==> config.mk <==
export PLATFORM = sky130hd
export DESIGN_NAME = averaged_hysteresis_quantizer_unit
export DESIGN_NICKNAME = d
export VERILOG_FILES = /design/src/design/ahq_pkg.sv /design/src/design/ahq_calc.sv /design/src/design/averaged_hysteresis_quantizer_unit.sv
export SDC_FILE = /design/constraint.sdc
export NUM_CORES = 1
export LEC_CHECK = 0
export BUFFER_PORTS_ARGS = -buffer_cell sky130_fd_sc_hd__buf_2
export CORE_ASPECT_RATIO = 0.6
export CORE_UTILIZATION = 50
export DETAILED_ROUTE_END_ITERATION = 10
export PLACE_DENSITY = 0.66
export SLEW_MARGIN = 25
export SYNTH_ARGS = -nofsm -noshare
export SYNTH_HDL_FRONTEND = slang
export SYNTH_SLANG_ARGS = --single-unit
==> constraint.sdc <==
create_clock -name clk -period 11.4 [get_ports clk]
set_clock_uncertainty 0.1 [all_clocks]
set_input_delay 3.42 -clock clk [delete_from_list [all_inputs] [get_ports clk]]
set_output_delay 3.42 -clock clk [all_outputs]
set_load 0.1 [all_outputs]
==> src/design/ahq_pkg.sv <==
package ahq_pkg;

    localparam int SAMPLE_COUNT = 8;

    localparam int SAMPLE_W  = 10;
    localparam int SUM_W     = 16;
    localparam int CNT_W     = $clog2(SAMPLE_COUNT + 1);
    localparam int NBIN_W    = 7;
    localparam int BIN_W     = 6;
    localparam int MARGIN_W  = 10;
    localparam int CFG_IDX_W = 2;

    localparam logic [SAMPLE_W-1:0] FULL_SCALE = 10'd1023;
    localparam logic [NBIN_W-1:0]   MAX_BINS   = 7'd64;

    // Configuration register indexes
    localparam logic [CFG_IDX_W-1:0] CFG_ITEM_COUNT = 2'd0;
    localparam logic [CFG_IDX_W-1:0] CFG_MARGIN     = 2'd1;

    typedef struct packed {
        logic                start;
        logic [SAMPLE_W-1:0] average;
        logic [NBIN_W-1:0]   item_count;
        logic [MARGIN_W-1:0] margin;
    } calc_req_t;

    typedef struct packed {
        logic [SAMPLE_W-1:0] average;
        logic [BIN_W-1:0]    bin_index;
        logic                bin_changed;
    } result_t;

endpackage

==> src/design/ahq_calc.sv <==
module ahq_calc (
    input  logic              clk,
    input  logic              rst_n,
    input  ahq_pkg::calc_req_t req,
    input  logic              ack,
    output logic              busy,
    output logic              done,
    output ahq_pkg::result_t  result
);
    import ahq_pkg::*;

    localparam logic [2:0] ST_IDLE   = 3'd0;
    localparam logic [2:0] ST_MUL_A  = 3'd1;
    localparam logic [2:0] ST_DIV_A  = 3'd2;
    localparam logic [2:0] ST_DECIDE = 3'd3;
    localparam logic [2:0] ST_DIV_S  = 3'd4;
    localparam logic [2:0] ST_MUL_C  = 3'd5;
    localparam logic [2:0] ST_CHECK  = 3'd6;
    localparam logic [2:0] ST_DONE   = 3'd7;

    localparam logic [3:0] DIV_LAST   = 4'(SUM_W - 1);
    localparam logic [3:0] MUL_A_LAST = 4'(NBIN_W - 1);
    localparam logic [3:0] MUL_C_LAST = 4'(BIN_W - 1);

    // control
    logic [2:0]          state_reg, state_next;
    logic [3:0]          cnt_reg, cnt_next;
    logic [BIN_W-1:0]    cur_reg, cur_next;
    logic                bvalid_reg, bvalid_next;

    // datapath
    logic [NBIN_W-1:0]   n_reg, n_next;
    logic [SAMPLE_W-1:0] avg_reg, avg_next;
    logic [MARGIN_W-1:0] margin_reg, margin_next;
    logic [SUM_W-1:0]    mcand_reg, mcand_next;
    logic [NBIN_W-1:0]   mplr_reg, mplr_next;
    logic [SUM_W-1:0]    acc_reg, acc_next;
    logic [SUM_W-1:0]    dvd_reg, dvd_next;
    logic [SAMPLE_W-1:0] rem_reg, rem_next;
    logic [SAMPLE_W-1:0] dvsr_reg, dvsr_next;
    logic [SAMPLE_W-1:0] step_reg, step_next;
    logic [BIN_W-1:0]    idx_reg, idx_next;
    logic [BIN_W-1:0]    res_bin_reg, res_bin_next;
    logic                changed_reg, changed_next;

    logic [SAMPLE_W:0]   trial;
    logic                fits;
    logic [SAMPLE_W-1:0] rem_step;
    logic [SUM_W-1:0]    dvd_step;
    logic [SUM_W-1:0]    mul_sum;
    logic [NBIN_W-1:0]   n_clamp;
    logic [BIN_W-1:0]    idx_calc;
    logic [SAMPLE_W-2:0] half_step;
    logic [SUM_W:0]      center;
    logic [SUM_W:0]      avg_wide;
    logic [SUM_W:0]      avg_dist;
    logic [MARGIN_W:0]   limit;
    logic                far;

    // one restoring division step per cycle
    always_comb
    begin
        trial    = {rem_reg, dvd_reg[SUM_W-1]};
        fits     = (trial >= {1'b0, dvsr_reg});
        rem_step = fits ? SAMPLE_W'(trial - {1'b0, dvsr_reg}) : trial[SAMPLE_W-1:0];
        dvd_step = {dvd_reg[SUM_W-2:0], fits};
    end

    // one shift-add multiply step per cycle
    assign mul_sum = acc_reg + (mplr_reg[0] ? mcand_reg : '0);

    assign n_clamp  = (req.item_count > MAX_BINS) ? MAX_BINS : req.item_count;
    assign idx_calc = (dvd_reg[NBIN_W-1:0] >= n_reg) ? BIN_W'(n_reg - 1'b1)
                                                    : dvd_reg[BIN_W-1:0];

    always_comb
    begin
        half_step = step_reg[SAMPLE_W-1:1];
        center    = {1'b0, acc_reg} + (SUM_W+1)'(half_step);
        avg_wide  = (SUM_W+1)'(avg_reg);
        avg_dist  = (avg_wide > center) ? (avg_wide - center) : (center - avg_wide);
        limit     = (MARGIN_W+1)'(half_step) + (MARGIN_W+1)'(margin_reg);
        far       = (avg_dist > (SUM_W+1)'(limit));
    end

    always_comb
    begin
        state_next   = state_reg;
        cnt_next     = cnt_reg;
        cur_next     = cur_reg;
        bvalid_next  = bvalid_reg;
        n_next       = n_reg;
        avg_next     = avg_reg;
        margin_next  = margin_reg;
        mcand_next   = mcand_reg;
        mplr_next    = mplr_reg;
        acc_next     = acc_reg;
        dvd_next     = dvd_reg;
        rem_next     = rem_reg;
        dvsr_next    = dvsr_reg;
        step_next    = step_reg;
        idx_next     = idx_reg;
        res_bin_next = res_bin_reg;
        changed_next = changed_reg;

        case (state_reg)
            ST_IDLE:
            begin
                if (req.start)
                begin
                    n_next      = n_clamp;
                    avg_next    = req.average;
                    margin_next = req.margin;
                    if (n_clamp == '0)
                    begin
                        // no bins: report zero, keep the stored bin
                        res_bin_next = '0;
                        changed_next = 1'b0;
                        state_next   = ST_DONE;
                    end
                    else
                    begin
                        mcand_next = SUM_W'(req.average);
                        mplr_next  = n_clamp;
                        acc_next   = '0;
                        cnt_next   = MUL_A_LAST;
                        state_next = ST_MUL_A;
                    end
                end
            end
            ST_MUL_A:
            begin
                acc_next   = mul_sum;
                mcand_next = {mcand_reg[SUM_W-2:0], 1'b0};
                mplr_next  = {1'b0, mplr_reg[NBIN_W-1:1]};
                if (cnt_reg == '0)
                begin
                    dvd_next   = mul_sum;
                    rem_next   = '0;
                    dvsr_next  = FULL_SCALE;
                    cnt_next   = DIV_LAST;
                    state_next = ST_DIV_A;
                end
                else
                begin
                    cnt_next = cnt_reg - 1'b1;
                end
            end
            ST_DIV_A:
            begin
                rem_next = rem_step;
                dvd_next = dvd_step;
                if (cnt_reg == '0)
                    state_next = ST_DECIDE;
                else
                    cnt_next = cnt_reg - 1'b1;
            end
            ST_DECIDE:
            begin
                if (!bvalid_reg)
                begin
                    cur_next     = idx_calc;
                    bvalid_next  = 1'b1;
                    res_bin_next = idx_calc;
                    changed_next = 1'b1;
                    state_next   = ST_DONE;
                end
                else if (idx_calc == cur_reg)
                begin
                    res_bin_next = cur_reg;
                    changed_next = 1'b0;
                    state_next   = ST_DONE;
                end
                else
                begin
                    // step width = full scale / bin count
                    idx_next   = idx_calc;
                    dvd_next   = SUM_W'(FULL_SCALE);
                    rem_next   = '0;
                    dvsr_next  = SAMPLE_W'(n_reg);
                    cnt_next   = DIV_LAST;
                    state_next = ST_DIV_S;
                end
            end
            ST_DIV_S:
            begin
                rem_next = rem_step;
                dvd_next = dvd_step;
                if (cnt_reg == '0)
                begin
                    step_next  = dvd_step[SAMPLE_W-1:0];
                    mcand_next = SUM_W'(dvd_step[SAMPLE_W-1:0]);
                    mplr_next  = NBIN_W'(cur_reg);
                    acc_next   = '0;
                    cnt_next   = MUL_C_LAST;
                    state_next = ST_MUL_C;
                end
                else
                begin
                    cnt_next = cnt_reg - 1'b1;
                end
            end
            ST_MUL_C:
            begin
                acc_next   = mul_sum;
                mcand_next = {mcand_reg[SUM_W-2:0], 1'b0};
                mplr_next  = {1'b0, mplr_reg[NBIN_W-1:1]};
                if (cnt_reg == '0)
                    state_next = ST_CHECK;
                else
                    cnt_next = cnt_reg - 1'b1;
            end
            ST_CHECK:
            begin
                if (far)
                begin
                    cur_next     = idx_reg;
                    res_bin_next = idx_reg;
                    changed_next = 1'b1;
                end
                else
                begin
                    res_bin_next = cur_reg;
                    changed_next = 1'b0;
                end
                state_next = ST_DONE;
            end
            ST_DONE:
            begin
                if (ack)
                    state_next = ST_IDLE;
            end
            default:
            begin
                state_next = ST_IDLE;
            end
        endcase
    end

    always_ff @(posedge clk or negedge rst_n)
    begin
        if (!rst_n)
        begin
            state_reg  <= ST_IDLE;
            cnt_reg    <= '0;
            cur_reg    <= '0;
            bvalid_reg <= 1'b0;
        end
        else
        begin
            state_reg  <= state_next;
            cnt_reg    <= cnt_next;
            cur_reg    <= cur_next;
            bvalid_reg <= bvalid_next;
        end
    end

    always_ff @(posedge clk)
    begin
        n_reg       <= n_next;
        avg_reg     <= avg_next;
        margin_reg  <= margin_next;
        mcand_reg   <= mcand_next;
        mplr_reg    <= mplr_next;
        acc_reg     <= acc_next;
        dvd_reg     <= dvd_next;
        rem_reg     <= rem_next;
        dvsr_reg    <= dvsr_next;
        step_reg    <= step_next;
        idx_reg     <= idx_next;
        res_bin_reg <= res_bin_next;
        changed_reg <= changed_next;
    end

    assign busy = (state_reg != ST_IDLE);
    assign done = (state_reg == ST_DONE);

    always_comb
    begin
        result.average     = avg_reg;
        result.bin_index   = res_bin_reg;
        result.bin_changed = changed_reg;
    end

endmodule

==> src/design/averaged_hysteresis_quantizer_unit.sv <==
// Averages groups of SAMPLE_COUNT (8) potentiometer samples and maps each group average to a
// bin with hysteresis; one word (average, bin_index, bin_changed) leaves per group. Samples
// inside a group are taken one per cycle while in_stall is low. The last sample of a group starts
// the bit-serial bin calculation and the input stalls until its result is taken: a shift-add
// multiply and a restoring division for the bin index, then a decision step, and when the bin
// may move, another division for the step width, a multiply for the bin center and a compare
// step. Results wait in an output register, so later samples of the next group keep flowing
// while a result is stalled, except when a new group completes. Configuration writes are
// always ready and take effect on the next group.
module averaged_hysteresis_quantizer_unit (
    input  logic                             clk,
    input  logic                             rst_n,
    input  logic                             in_valid,
    output logic                             in_stall,
    input  logic [ahq_pkg::SAMPLE_W-1:0]     sample,
    output logic                             out_valid,
    input  logic                             out_stall,
    output logic [ahq_pkg::SAMPLE_W-1:0]     average,
    output logic [ahq_pkg::BIN_W-1:0]        bin_index,
    output logic                             bin_changed,
    input  logic                             cfg_valid,
    output logic                             cfg_ready,
    input  logic [ahq_pkg::CFG_IDX_W-1:0]    cfg_index,
    input  logic [ahq_pkg::MARGIN_W-1:0]     cfg_data
);
    import ahq_pkg::*;

    logic [NBIN_W-1:0]   item_count_reg, item_count_next;
    logic [MARGIN_W-1:0] margin_reg, margin_next;
    logic [SUM_W-1:0]    sum_reg, sum_next;
    logic [CNT_W-1:0]    count_reg, count_next;
    logic                out_valid_reg, out_valid_next;
    result_t             out_reg, out_next;

    logic                accept;
    logic [SUM_W-1:0]    sum_add;
    logic [CNT_W-1:0]    count_inc;
    logic                group_end;
    logic [SUM_W-1:0]    avg_full;
    logic [SAMPLE_W-1:0] avg_clamp;
    calc_req_t           req;
    result_t             calc_result;
    logic                calc_busy;
    logic                calc_done;
    logic                load;

    assign accept    = in_valid & ~in_stall;
    assign sum_add   = sum_reg + SUM_W'(sample);
    assign count_inc = count_reg + 1'b1;
    assign group_end = (count_inc == CNT_W'(SAMPLE_COUNT));
    assign avg_full  = sum_add / SUM_W'(SAMPLE_COUNT);
    assign avg_clamp = (avg_full > SUM_W'(FULL_SCALE)) ? FULL_SCALE : avg_full[SAMPLE_W-1:0];

    always_comb
    begin
        req.start      = accept & group_end;
        req.average    = avg_clamp;
        req.item_count = item_count_reg;
        req.margin     = margin_reg;
    end

    ahq_calc u_calc (
        .clk    (clk),
        .rst_n  (rst_n),
        .req    (req),
        .ack    (load),
        .busy   (calc_busy),
        .done   (calc_done),
        .result (calc_result)
    );

    // hold input while a group result is being worked out
    assign in_stall = calc_busy;
    assign load     = calc_done & (~out_valid_reg | ~out_stall);

    always_comb
    begin
        item_count_next = item_count_reg;
        margin_next     = margin_reg;
        sum_next        = sum_reg;
        count_next      = count_reg;
        out_valid_next  = out_valid_reg & out_stall;
        out_next        = out_reg;

        if (cfg_valid)
        begin
            if (cfg_index == CFG_ITEM_COUNT)
                item_count_next = cfg_data[NBIN_W-1:0];
            else if (cfg_index == CFG_MARGIN)
                margin_next = cfg_data;
        end

        if (accept)
        begin
            if (group_end)
            begin
                sum_next   = '0;
                count_next = '0;
            end
            else
            begin
                sum_next   = sum_add;
                count_next = count_inc;
            end
        end

        if (load)
        begin
            out_valid_next = 1'b1;
            out_next       = calc_result;
        end
    end

    always_ff @(posedge clk or negedge rst_n)
    begin
        if (!rst_n)
        begin
            item_count_reg <= 7'd20;
            margin_reg     <= 10'd15;
            sum_reg        <= '0;
            count_reg      <= '0;
            out_valid_reg  <= 1'b0;
        end
        else
        begin
            item_count_reg <= item_count_next;
            margin_reg     <= margin_next;
            sum_reg        <= sum_next;
            count_reg      <= count_next;
            out_valid_reg  <= out_valid_next;
        end
    end

    always_ff @(posedge clk)
    begin
        out_reg <= out_next;
    end

    assign cfg_ready   = 1'b1;
    assign out_valid   = out_valid_reg;
    assign average     = out_reg.average;
    assign bin_index   = out_reg.bin_index;
    assign bin_changed = out_reg.bin_changed;

endmodule
==> results of run 1 <==
[synthesized netlist by cell type (14+ instances only)]
cell	instances	area share [%]
a211oi_1	16	0.96
a21o_1	24	1.4
a21oi_1	74	3.0
and2_1	34	1.7
clkbuf_1	41	1.2
dfrtp_1	46	9.2
edfxtp_1	139	33
ha_1	97	9.7
inv_1	96	2.9
mux2_2	22	2.0
nand2_1	109	3.3
nand2b_1	14	0.70
nand3_1	23	0.92
nor2_1	77	2.3
nor2b_1	19	0.95
nor3_1	22	0.88
o211ai_1	20	1.2
o21a_1	19	1.1
o21ai_0	67	2.7
xnor2_1	40	2.8
xor2_1	25	1.7
[layout make-up]
cell class                      instances  area, um^2
Tap cell                              322         403
Clock inverter                         14         130
Timing Repair Buffer                   57         335
Sequential cell                       191        5480
Fill cell                            2121       10700
Multi-Input combinational cell        906        6530
Clock buffer                           18         429
Inverter                               96         360
[logic make-up after synthesis]
logic type      Yosys count
other cells               1
compound gates          354
buf+inv                 142
mux                      33
flops                   191
fa+ha+maj               104
xor+xnor                 65
simple gates            349
[where the power goes]
group | total (mW) | switching [mW] | internal, mW
combinational | 2.55 | 1.54 | 1.01
clock | 0.573 | 0.286 | 0.287
sequential | 1.32 | 0.224 | 1.10
total | 4.44 | 2.05 | 2.39
[worst min path at each step]
stage	startpoint	end	slack (ps)	cells after the start
after floorplan	u_calc.changed_reg	bin_changed	300	0
after global placement	u_calc.res_bin_reg[0]	bin_index[0]	310	0
after detailed placement	u_calc.changed_reg	bin_changed	300	0
after CTS	u_calc.changed_reg	bin_changed	320	0
after global routing	u_calc.changed_reg	bin_changed	330	0
final	u_calc.changed_reg	bin_changed	320	0
[through the flow]
step / instances / worst slack [ps] / area, um^2 / total power, mW
detailed placement: 1572 / 3540 / 13100 / 3.83
global placement: 1571 / 3740 / 13100 / 3.76
global route: 1604 / 2760 / 13700 / 4.77
finish: 1604 / 3460 / 13700 / 4.44
CTS: 1604 / 3530 / 13700 / 4.42
floorplan: 1239 / 4760 / 12500 / 3.17
[critical path: cells and delay by family (launching register included)]
family	cells	cell delay, ps
AO/OA/AOI/OAI	16	3910
XOR/XNOR	2	340
adder cells (fa/ha/maj)	3	1040
flip-flops	1	480
multiplexers	1	470
AND/OR/NAND/NOR	6	1310
[per-layer routing]
layer  share of wire [%]  routed length, um  vias to the layer above
li1                    -                  -                     4622
met1                  50              15600                     4617
met2                  39              12100                      349
met3                 9.6               2980                       14
met4                0.73                225                        0
met5                   0                  0                        -
==> metrics.md, run 1 <==
| Metric | Value |
|---|---|
| Outcome | finished clean |
| Origin of the critical flop-to-flop path | u_calc.step_reg[2] |
| CTS Buf Count | 17 |
| Area of the core | 24400 um^2 |
| FF-to-FF setup slack | 3460 ps |
| Initial Utilization | 51.3% |
| Main combinational cell family by area after synthesis | compound AO/OA/AOI/OAI gates |
| Antenna cell count | 0 |
| Final Net Count | 1400 |
| Crit path required time | 11490 ps |
| Synth Area in Compound Gates | 19.9% |
| Post-synth EDFFs | 139 |
| Total Routed Length | 30900 um |
| Hold Slack | 323 ps |
| CTS tree | done |
| Tcrit/Tclk final | 69.7% |
| Initial antenna violation count | 0 |
| Critical Path Source | u_calc.step_reg[2] |
| Max cap viols | 0 |
| Met2 Use GR | 31.1% |
| Adder-Cell Fraction of Synth Area | 10.8% |
| Synth Area per Inst | 10.1 um^2 |
| Boundary Pins | 47 |
| Power density cells | 325 nW/um^2 |
| DR WL/cell | 19.2 um |
| Post-cts resize count | 0 |
| Hpwl dp | 23300 um |
| Data arrival, critical path | 8030 ps |
| Slew @ Worst Pin | 980 ps |
| F_max | 126 MHz |
| Setup_tns | 0 ps |
| Synth warn | 0 |
| GR Layer Usage met1 | 40.2% |
| Path type of the worst min-delay path | reg2reg |
| Post-CTS Hold Buffers | 0 |
| Endpoints failing setup | 0 |
| Buffers on Ports | 45 |
| Clk sink count | 191 |
| Post-synthesis cell area | 12500 um^2 |
| Critical Path End Type | register |
| Ys flop type | edfxtp_1 |
| Leak Pwr | 5.66 nW |
| Final core utilization | 56.0% |
| Clock Tree Buf Depth | 2 |
| H-tree depth | 4 |
| Post-synthesis mux area share | 2.90% |
| Asr flop ratio synth | 27.2% |
| Post-DRT Antenna Nets | 0 |
| Clk_lat worst skew | 450 ps |
| Worst path most repeated cell | a21oi_1 |
| GP Congestion | 0.927 |
| Fin crit period | 7940 ps |
| Total GRT Usage | 24.8% |
| Commonest non-fill, non-tap cells in the layout | edfxtp_1 (139), nand2_1 (109), ha_1 (97), inv_1 (96), nor2_1 (76) |
| Reg2reg end | u_calc.res_bin_reg[1] |
| CP Max Fanout | 14 |
| Die X | 206 um |
| Std-Cell Rows | 44 |
| Die area | 25700 um^2 |
| Synth Register Bits | 191 |
| Fin. Hold Viols | 0 |
| Seq/Total Area, Yosys | 43.8% |
| Layout cells sized above 1 | 11.4% |
| Drt pass-1 iters | 8 |
| Via density | 5.99 |
| Fin. max-slew vios | 0 |
| Biggest cell delay along the critical path | 480 ps |
| First-pass GRT wire length | 48800 um |
| Vias | 9602 |
| Most common cell after layout, fill and taps aside | edfxtp_1 |
| Max IR drop VDD | 162 uV |
| Cell variety after synth | 79 |
| Vias in the first global route | 8789 |
| Simple-Gate Fraction of Synth Area | 13.6% |
| WS Path Type | reg2reg |
| GR peak layer | met1 |
| Max_slew headroom | 34.4% |
| Crit start category | register |
| Clk pin slew, worst setup/hold paths | 80 ps |
| Slowest-stage cell, CP | edfxtp_1 |
| RSZ-0062 raised after global routing | false |
| Root buf cell | clkbuf_16 |
| Setup Fix Bufs, Post-CTS | 0 |
| Cells after Synth | 1239 |
| Die Y-Extent | 125 um |
| Area Overhead vs Synth | 9.16% |
| Post-synth net total | 1370 |
| 1st-iter DRT viols | 925 |
| Xor and xnor fraction of the mapped netlist area | 4.55% |
| Largest net degree at the start of global routing | 53 |
| Met3 Usage GRT | 7.90% |
| FF-to-FF path depth | 28 |
| End of the critical path | u_calc.res_bin_reg[1] |
| DRC viols | 0 |
| GRT overflow | 0 |
Note: power is estimated with default switching activity, not from simulation.
==> inputs of run 2 (changes only) <==
--- a/config.mk
+++ b/config.mk
@@ -5,11 +5,12 @@
 export SDC_FILE = /design/constraint.sdc
 export NUM_CORES = 1
 export LEC_CHECK = 0
+export ABC_AREA = 1
 export BUFFER_PORTS_ARGS = -buffer_cell sky130_fd_sc_hd__buf_2
 export CORE_ASPECT_RATIO = 0.6
 export CORE_UTILIZATION = 50
 export DETAILED_ROUTE_END_ITERATION = 10
-export PLACE_DENSITY = 0.66
+export PLACE_DENSITY = 0.68
 export SLEW_MARGIN = 25
 export SYNTH_ARGS = -nofsm -noshare
 export SYNTH_HDL_FRONTEND = slang
==> constraint.sdc (replaced) <==
create_clock -name clk -period 6.4 [get_ports clk]
set_clock_uncertainty 0.1 [all_clocks]
set_input_delay 1.92 -clock clk [delete_from_list [all_inputs] [get_ports clk]]
set_output_delay 1.92 -clock clk [all_outputs]
set_load 0.1 [all_outputs]
==> run 2 against run 1 <==
Compared with the run above:
- synthesized area shrank 1.6%
- setup slack worse by 3000 ps
- hold slack gained 0.72 ps
==> metrics.md, run 2 <==
| Metric | Value |
|---|---|
| Max cap viols | 0 |
| Die Y-Extent | 124 um |
| FF-to-FF path depth | 31 |
| Biggest cell delay along the critical path | 420 ps |
| Xor and xnor fraction of the mapped netlist area | 5.26% |
| Cells after Synth | 1418 |
| WS Path Type | reg2reg |
| Top cells by area, synth | edfxtp_1 (34%), ha_1 (9.8%), dfrtp_1 (9.3%), nand2_1 (9.0%), inv_1 (6.5%) |
| Reg2reg end | u_calc.res_bin_reg[3] |
| Biggest area consumer among synthesized cells | edfxtp_1 |
| Critical Path End Type | register |
| Largest net degree at the start of global routing | 53 |
| Origin of the critical flop-to-flop path | u_calc.step_reg[3] |
| Clk_lat worst skew | 450 ps |
| Hold path cells | 0 |
| F_max | 168 MHz |
| Seq/Total Area, Yosys | 44.5% |
| 1st-iter DRT viols | 1051 |
| Crit start category | register |
| Synth warn | 0 |
| Area Overhead vs Synth | 9.78% |
| Via density | 5.48 |
| Main combinational cell family by area after synthesis | simple AND/OR/NAND/NOR gates |
| Die X | 205 um |
| First-pass GRT wire length | 49100 um |
| Hold Path End | bin_index[3] |
| Ys flop type | edfxtp_1 |
| GP Congestion | 0.924 |
| FF-to-FF setup slack | 440 ps |
| Boundary Pins | 47 |
| Asr flop ratio synth | 27.2% |
| DR WL/cell | 17.0 um |
| Synth Area per Inst | 8.69 um^2 |
| Path type of the worst min-delay path | reg2reg |
| Buffers on Ports | 45 |
| Setup_tns | 0 ps |
| Slowest-stage cell, CP | ha_1 |
| Crit path required time | 6470 ps |
| Final Net Count | 1597 |
| Clk sink count | 191 |
| CTS tree | done |
| Area of the core | 24200 um^2 |
| Post-synthesis mux area share | 0.366% |
| Layout cells sized above 1 | 9.94% |
| Post-synth net total | 1549 |
| Die area | 25300 um^2 |
| H-tree depth | 4 |
| Drt pass-1 iters | 6 |
| RSZ-0062 raised after global routing | false |
| Endpoints failing setup | 0 |
| Vias | 9863 |
| Root buf cell | clkbuf_16 |
| Max_slew headroom | 39.2% |
| Adder-Cell Fraction of Synth Area | 11.0% |
| Most common cell after layout, fill and taps aside | nand2_1 |
| Post-DRT Antenna Nets | 0 |
| Simple-Gate Fraction of Synth Area | 19.6% |
| Post-synth EDFFs | 139 |
| Data arrival, critical path | 6030 ps |
| CP Max Fanout | 9 |
| Buffer and inverter count on the worst path | 2 |
| Post-synth top area share | 33.9% |
| CP delay by family, top | simple AND/OR/NAND/NOR gates |
| Initial Utilization | 51.0% |
| Initial antenna violation count | 0 |
| Vias in the first global route | 9138 |
| Most frequent cell after synthesis | nand2_1 |
| Antenna cell count | 0 |
| Fill cells | 2123 |
| Worst hold start | u_calc.res_bin_reg[3] |
| Clock Tree Buf Depth | 2 |
| Hpwl dp | 23500 um |
| Std-Cell Rows | 44 |
| DRC viols | 0 |
| Total GRT Usage | 25.6% |
| Slew @ Worst Pin | 911 ps |
| Post-CTS Hold Buffers | 0 |
| Outcome | finished clean |
| Post-synthesis cell area | 12300 um^2 |
| Fin. Hold Viols | 0 |
| Synth Area in Compound Gates | 11.8% |
| GRT overflow | 0 |
| Commonest non-fill, non-tap cells in the layout | nand2_1 (295), inv_1 (212), edfxtp_1 (139), nor2_1 (111), ha_1 (97) |
| Total Routed Length | 30500 um |
| Worst path most repeated cell | nand2_1 |
| CTS Buf Count | 17 |
| Fin crit period | 5960 ps |
| Top cells by count, synth | nand2_1 (295), inv_1 (213), edfxtp_1 (139) |
| Tcrit/Tclk final | 93.1% |
| Fin. max-slew vios | 0 |
| Synth Register Bits | 191 |
| Clk pin slew, worst setup/hold paths | 80 ps |
| Cell variety after synth | 51 |
## run 2: logic make-up after synthesis
kind of cell,count (synthesis)
adder cells (fa/ha/maj),104
flip-flops,191
XOR/XNOR,74
other,1
AND/OR/NAND/NOR,552
multiplexers,4
AO/OA/AOI/OAI,249
buffers and inverters,243
## run 2: area by class of cell
cell class | instances | area [um^2] | area share [%]
clock buffer | 19 | 454 | 3.36
clock inverter | 13 | 123 | 0.906
inverter | 217 | 816 | 6.03
multi-input combinational | 984 | 5950 | 44.0
sequential | 191 | 5480 | 40.5
tap | 322 | 403 | 2.98
timing repair buffer | 55 | 300 | 2.22
## run 2: per-layer routing
metal  vias up  share of wire [%]  global-route usage, %
met3        28                9.2                   7.12
li1       4850                  -                      -
met1      4634                 52                   40.6
met5         -                  0                      0
met4         0                1.3                   5.97
met2       351                 38                   33.7
## run 2: worst max-delay path by stage
stage	depth (start not counted)	start	slack, ps	to
2_1_floorplan	4	in_valid	1310	u_calc.acc_reg[0]
3_3_place_gp	30	u_calc.step_reg[1]	590	u_calc.res_bin_reg[5]
3_5_place_dp	30	u_calc.step_reg[3]	580	u_calc.res_bin_reg[5]
4_1_cts	30	u_calc.step_reg[3]	560	u_calc.res_bin_reg[0]
5_1_grt	30	u_calc.step_reg[1]	70	u_calc.res_bin_reg[0]
6_report	31	u_calc.step_reg[3]	440	u_calc.res_bin_reg[3]
## run 2: repair_timing
item	4_1_cts	5_1_grt
setup endpoints to repair	0	3
resized for setup	0	1
setup buffers	0	0
## run 2: metrics by stage
| step | hold WS, ps | cells | area [um^2] | worst slack [ps] | utilization, % |
|---|---|---|---|---|---|
| 2_1_floorplan | 300 | 1418 | 12300 | 1310 | - |
| 3_3_place_gp | 309 | 1769 | 12900 | 588 | 53.6 |
| 3_5_place_dp | 308 | 1769 | 12900 | 584 | 53.6 |
| 4_1_cts | 326 | 1801 | 13500 | 559 | 56.0 |
| 5_1_grt | 333 | 1801 | 13500 | 68.7 | 56.0 |
| 6_report | 323 | 1801 | 13500 | 440 | 56.0 |
Power of run 2 is left out: the tool's default activity adds up to more than one toggle a clock period on the data nets, which glitch-free logic cannot reach.
==> inputs of run 3 (changes only) <==
--- a/config.mk
+++ b/config.mk
@@ -5,7 +5,6 @@
 export SDC_FILE = /design/constraint.sdc
 export NUM_CORES = 1
 export LEC_CHECK = 0
-export ABC_AREA = 1
 export BUFFER_PORTS_ARGS = -buffer_cell sky130_fd_sc_hd__buf_2
 export CORE_ASPECT_RATIO = 0.6
 export CORE_UTILIZATION = 50
==> run 3 against run 2 <==
Compared with the run above:
- the flow now finishes with violations (negative setup slack)
- fmax is 7.8% lower
- non-clock buffer count is 41 higher
- hold slack better by 0.91 ps
- via count is 0.69% lower
- design area is 5.2% higher
- clock-buffer cell count is 1 lower
- critical endpoint is now u_calc.res_bin_reg[0]
- cell count is 8.7% lower
- critical path depth is 3 lower
- setup slack worse by 510 ps
- global-route usage is 0.29 points higher
- flip-flop and latch count stayed put
- sequential share of layout area is 2.0 points lower
==> metrics.md, run 3 (synthesis results as in run 1) <==
| Metric | Value |
|---|---|
| Power Internal | 4.60 mW |
| Area Overhead vs Synth | 13.7% |
| Met3 wire length | 2860 um |
| CTS tree | done |
| Area of the multi-input gates | 6730 um^2 |
| Origin of the critical flop-to-flop path | u_calc.step_reg[1] |
| Max cap viols | 0 |
| GP Congestion | 0.929 |
| Fin crit period | 6470 ps |
| GRT overflow | 0 |
| Fin. max-slew vios | 0 |
| Fill cells | 2078 |
| Worst setup margin | -66.5 ps |
| Clk sink count | 191 |
| Commonest non-fill, non-tap cells in the layout | edfxtp_1 (139), nand2_1 (109), inv_1 (96), ha_1 (93), nor2_1 (75) |
| Vias | 9795 |
| Hpwl dp | 24100 um |
| CTS Buf Count | 17 |
| Fin. Hold Viols | 0 |
| Area of the core | 24400 um^2 |
| Initial Utilization | 51.3% |
| Post-DRT Antenna Nets | 0 |
| DP Area | 13300 um^2 |
| Max IR drop VDD | 451 uV |
| F_max | 155 MHz |
| Std-Cell Rows | 44 |
| Crit path required time | 6500 ps |
| Slowest-stage cell, CP | edfxtp_1 |
| Data arrival, critical path | 6560 ps |
| Storage element area | 5480 um^2 |
| Root buf cell | clkbuf_16 |
| FF-to-FF setup slack | -70 ps |
| CP Max Fanout | 5 |
| Clk pin slew, worst setup/hold paths | 80 ps |
| Path type of the worst min-delay path | reg2reg |
| First-pass GRT wire length | 51000 um |
| Met2 wire len | 12600 um |
| Total GRT Usage | 25.9% |
| Wire length on met1 | 16400 um |
| Slew @ Worst Pin | 1030 ps |
| Via density | 5.95 |
| Leak Pwr | 5.90 nW |
| Boundary Pins | 47 |
| DRC viols | 0 |
| Drt pass-1 iters | 7 |
| H-tree depth | 4 |
| Largest net degree at the start of global routing | 53 |
| Vias in the first global route | 9258 |
| Die X | 206 um |
| Top layer in use | met4 |
| Failing checks | negative setup slack |
| Initial antenna violation count | 1 |
| Final Net Count | 1440 |
| Endpoints failing setup | 7 |
| Critical Path Source | u_calc.step_reg[1] |
| Total Routed Length | 32300 um |
| End of the critical path | u_calc.res_bin_reg[0] |
| Reg2reg end | u_calc.res_bin_reg[0] |
| Hold path cells | 0 |
| Crit start category | register |
| Final core utilization | 58.4% |
| Outcome | finished, violations left |
| FF-to-FF path depth | 28 |
| Power, Total | 8.46 mW |
| Final Cell Area | 14200 um^2 |
| Power density cells | 594 nW/um^2 |
| DR WL/cell | 19.7 um |
| Biggest cell delay along the critical path | 450 ps |
| Most common cell after layout, fill and taps aside | edfxtp_1 |
| Net Sw Frac | 45.6% |
| RSZ-0062 raised after global routing | true |
| Die Y-Extent | 125 um |
| Dpl ws | -171 ps |
| Layout cells sized above 1 | 16.1% |
| Switch Pwr | 3.85 mW |
| Hold Slack | 324 ps |
| Tcrit/Tclk final | 101% |
| Clk_lat worst skew | 460 ps |
| Max_slew headroom | 31.2% |
| Die area | 25700 um^2 |
| Combinational share of power | 59.2% |
| Clk pwr share | 13.0% |
| Buffers on Ports | 45 |
| Critical Path End Type | register |
| Flop pwr share | 27.8% |
| 1st-iter DRT viols | 1018 |
| Clock Tree Buf Depth | 2 |
| WS Path Type | reg2reg |
-- run 3: how the worst min path moves through the flow --
stage	startpoint	end	slack [ps]
2_1_floorplan	u_calc.changed_reg	bin_changed	300
3_3_place_gp	u_calc.res_bin_reg[1]	bin_index[1]	310
3_5_place_dp	u_calc.res_bin_reg[1]	bin_index[1]	310
4_1_cts	u_calc.res_bin_reg[1]	bin_index[1]	320
5_1_grt	u_calc.res_bin_reg[1]	bin_index[1]	340
6_report	u_calc.res_bin_reg[1]	bin_index[1]	320
-- run 3: cell type report --
cell class,instances,share of cell area (%)
Sequential cell,191,38.5
Inverter,96,2.53
Multi-Input combinational cell,907,47.3
Timing Repair Buffer,96,4.61
Antenna cell,1,0.0176
Clock inverter,14,1.21
Clock buffer,18,3.01
Tap cell,322,2.83
-- run 3: timing repair --
item,4_1_cts,5_1_grt
hold buffers,0,0
endpoints found under the setup margin,7,13
buffers inserted,9,3
pin swaps,24,34
resized for setup,21,14
cloned,1,0
-- run 3: worst max-delay path, delay by kind of cell, from the launching register on --
kind                       cells  cell delay [ps]
and+or+nand+nor                7             1020
muxes                          1              190
buffers and inverters          1              200
AOI/OAI and AO/OA             13             2750
DFF                            1              450
adders and majority gates      4             1220
xor gates and xnor gates       2              290
-- run 3: metal layers --
layer / global-route usage [%] / up-vias
li1: - / 4709
met1: 42.3 / 4675
met2: 33.7 / 378
met3: 6.10 / 33
met4: 5.84 / 0
met5: 0 / -
-- run 3: stage by stage --
stage,setup TNS (ps),std cells
2_1_floorplan,0,1239
3_3_place_gp,0,1598
3_5_place_dp,-953,1599
4_1_cts,0,1641
5_1_grt,-3510,1644
6_report,-287,1645
-- run 3: power groups by stage --
stage	Clock, mW	Sequential, mW	Combinational, mW
after floorplan	0	2.23	3.45
after global placement	0	2.36	4.53
after detailed placement	0	2.36	4.63
after CTS	1.12	2.34	4.86
after global routing	1.17	2.40	5.47
final	1.10	2.35	5.00
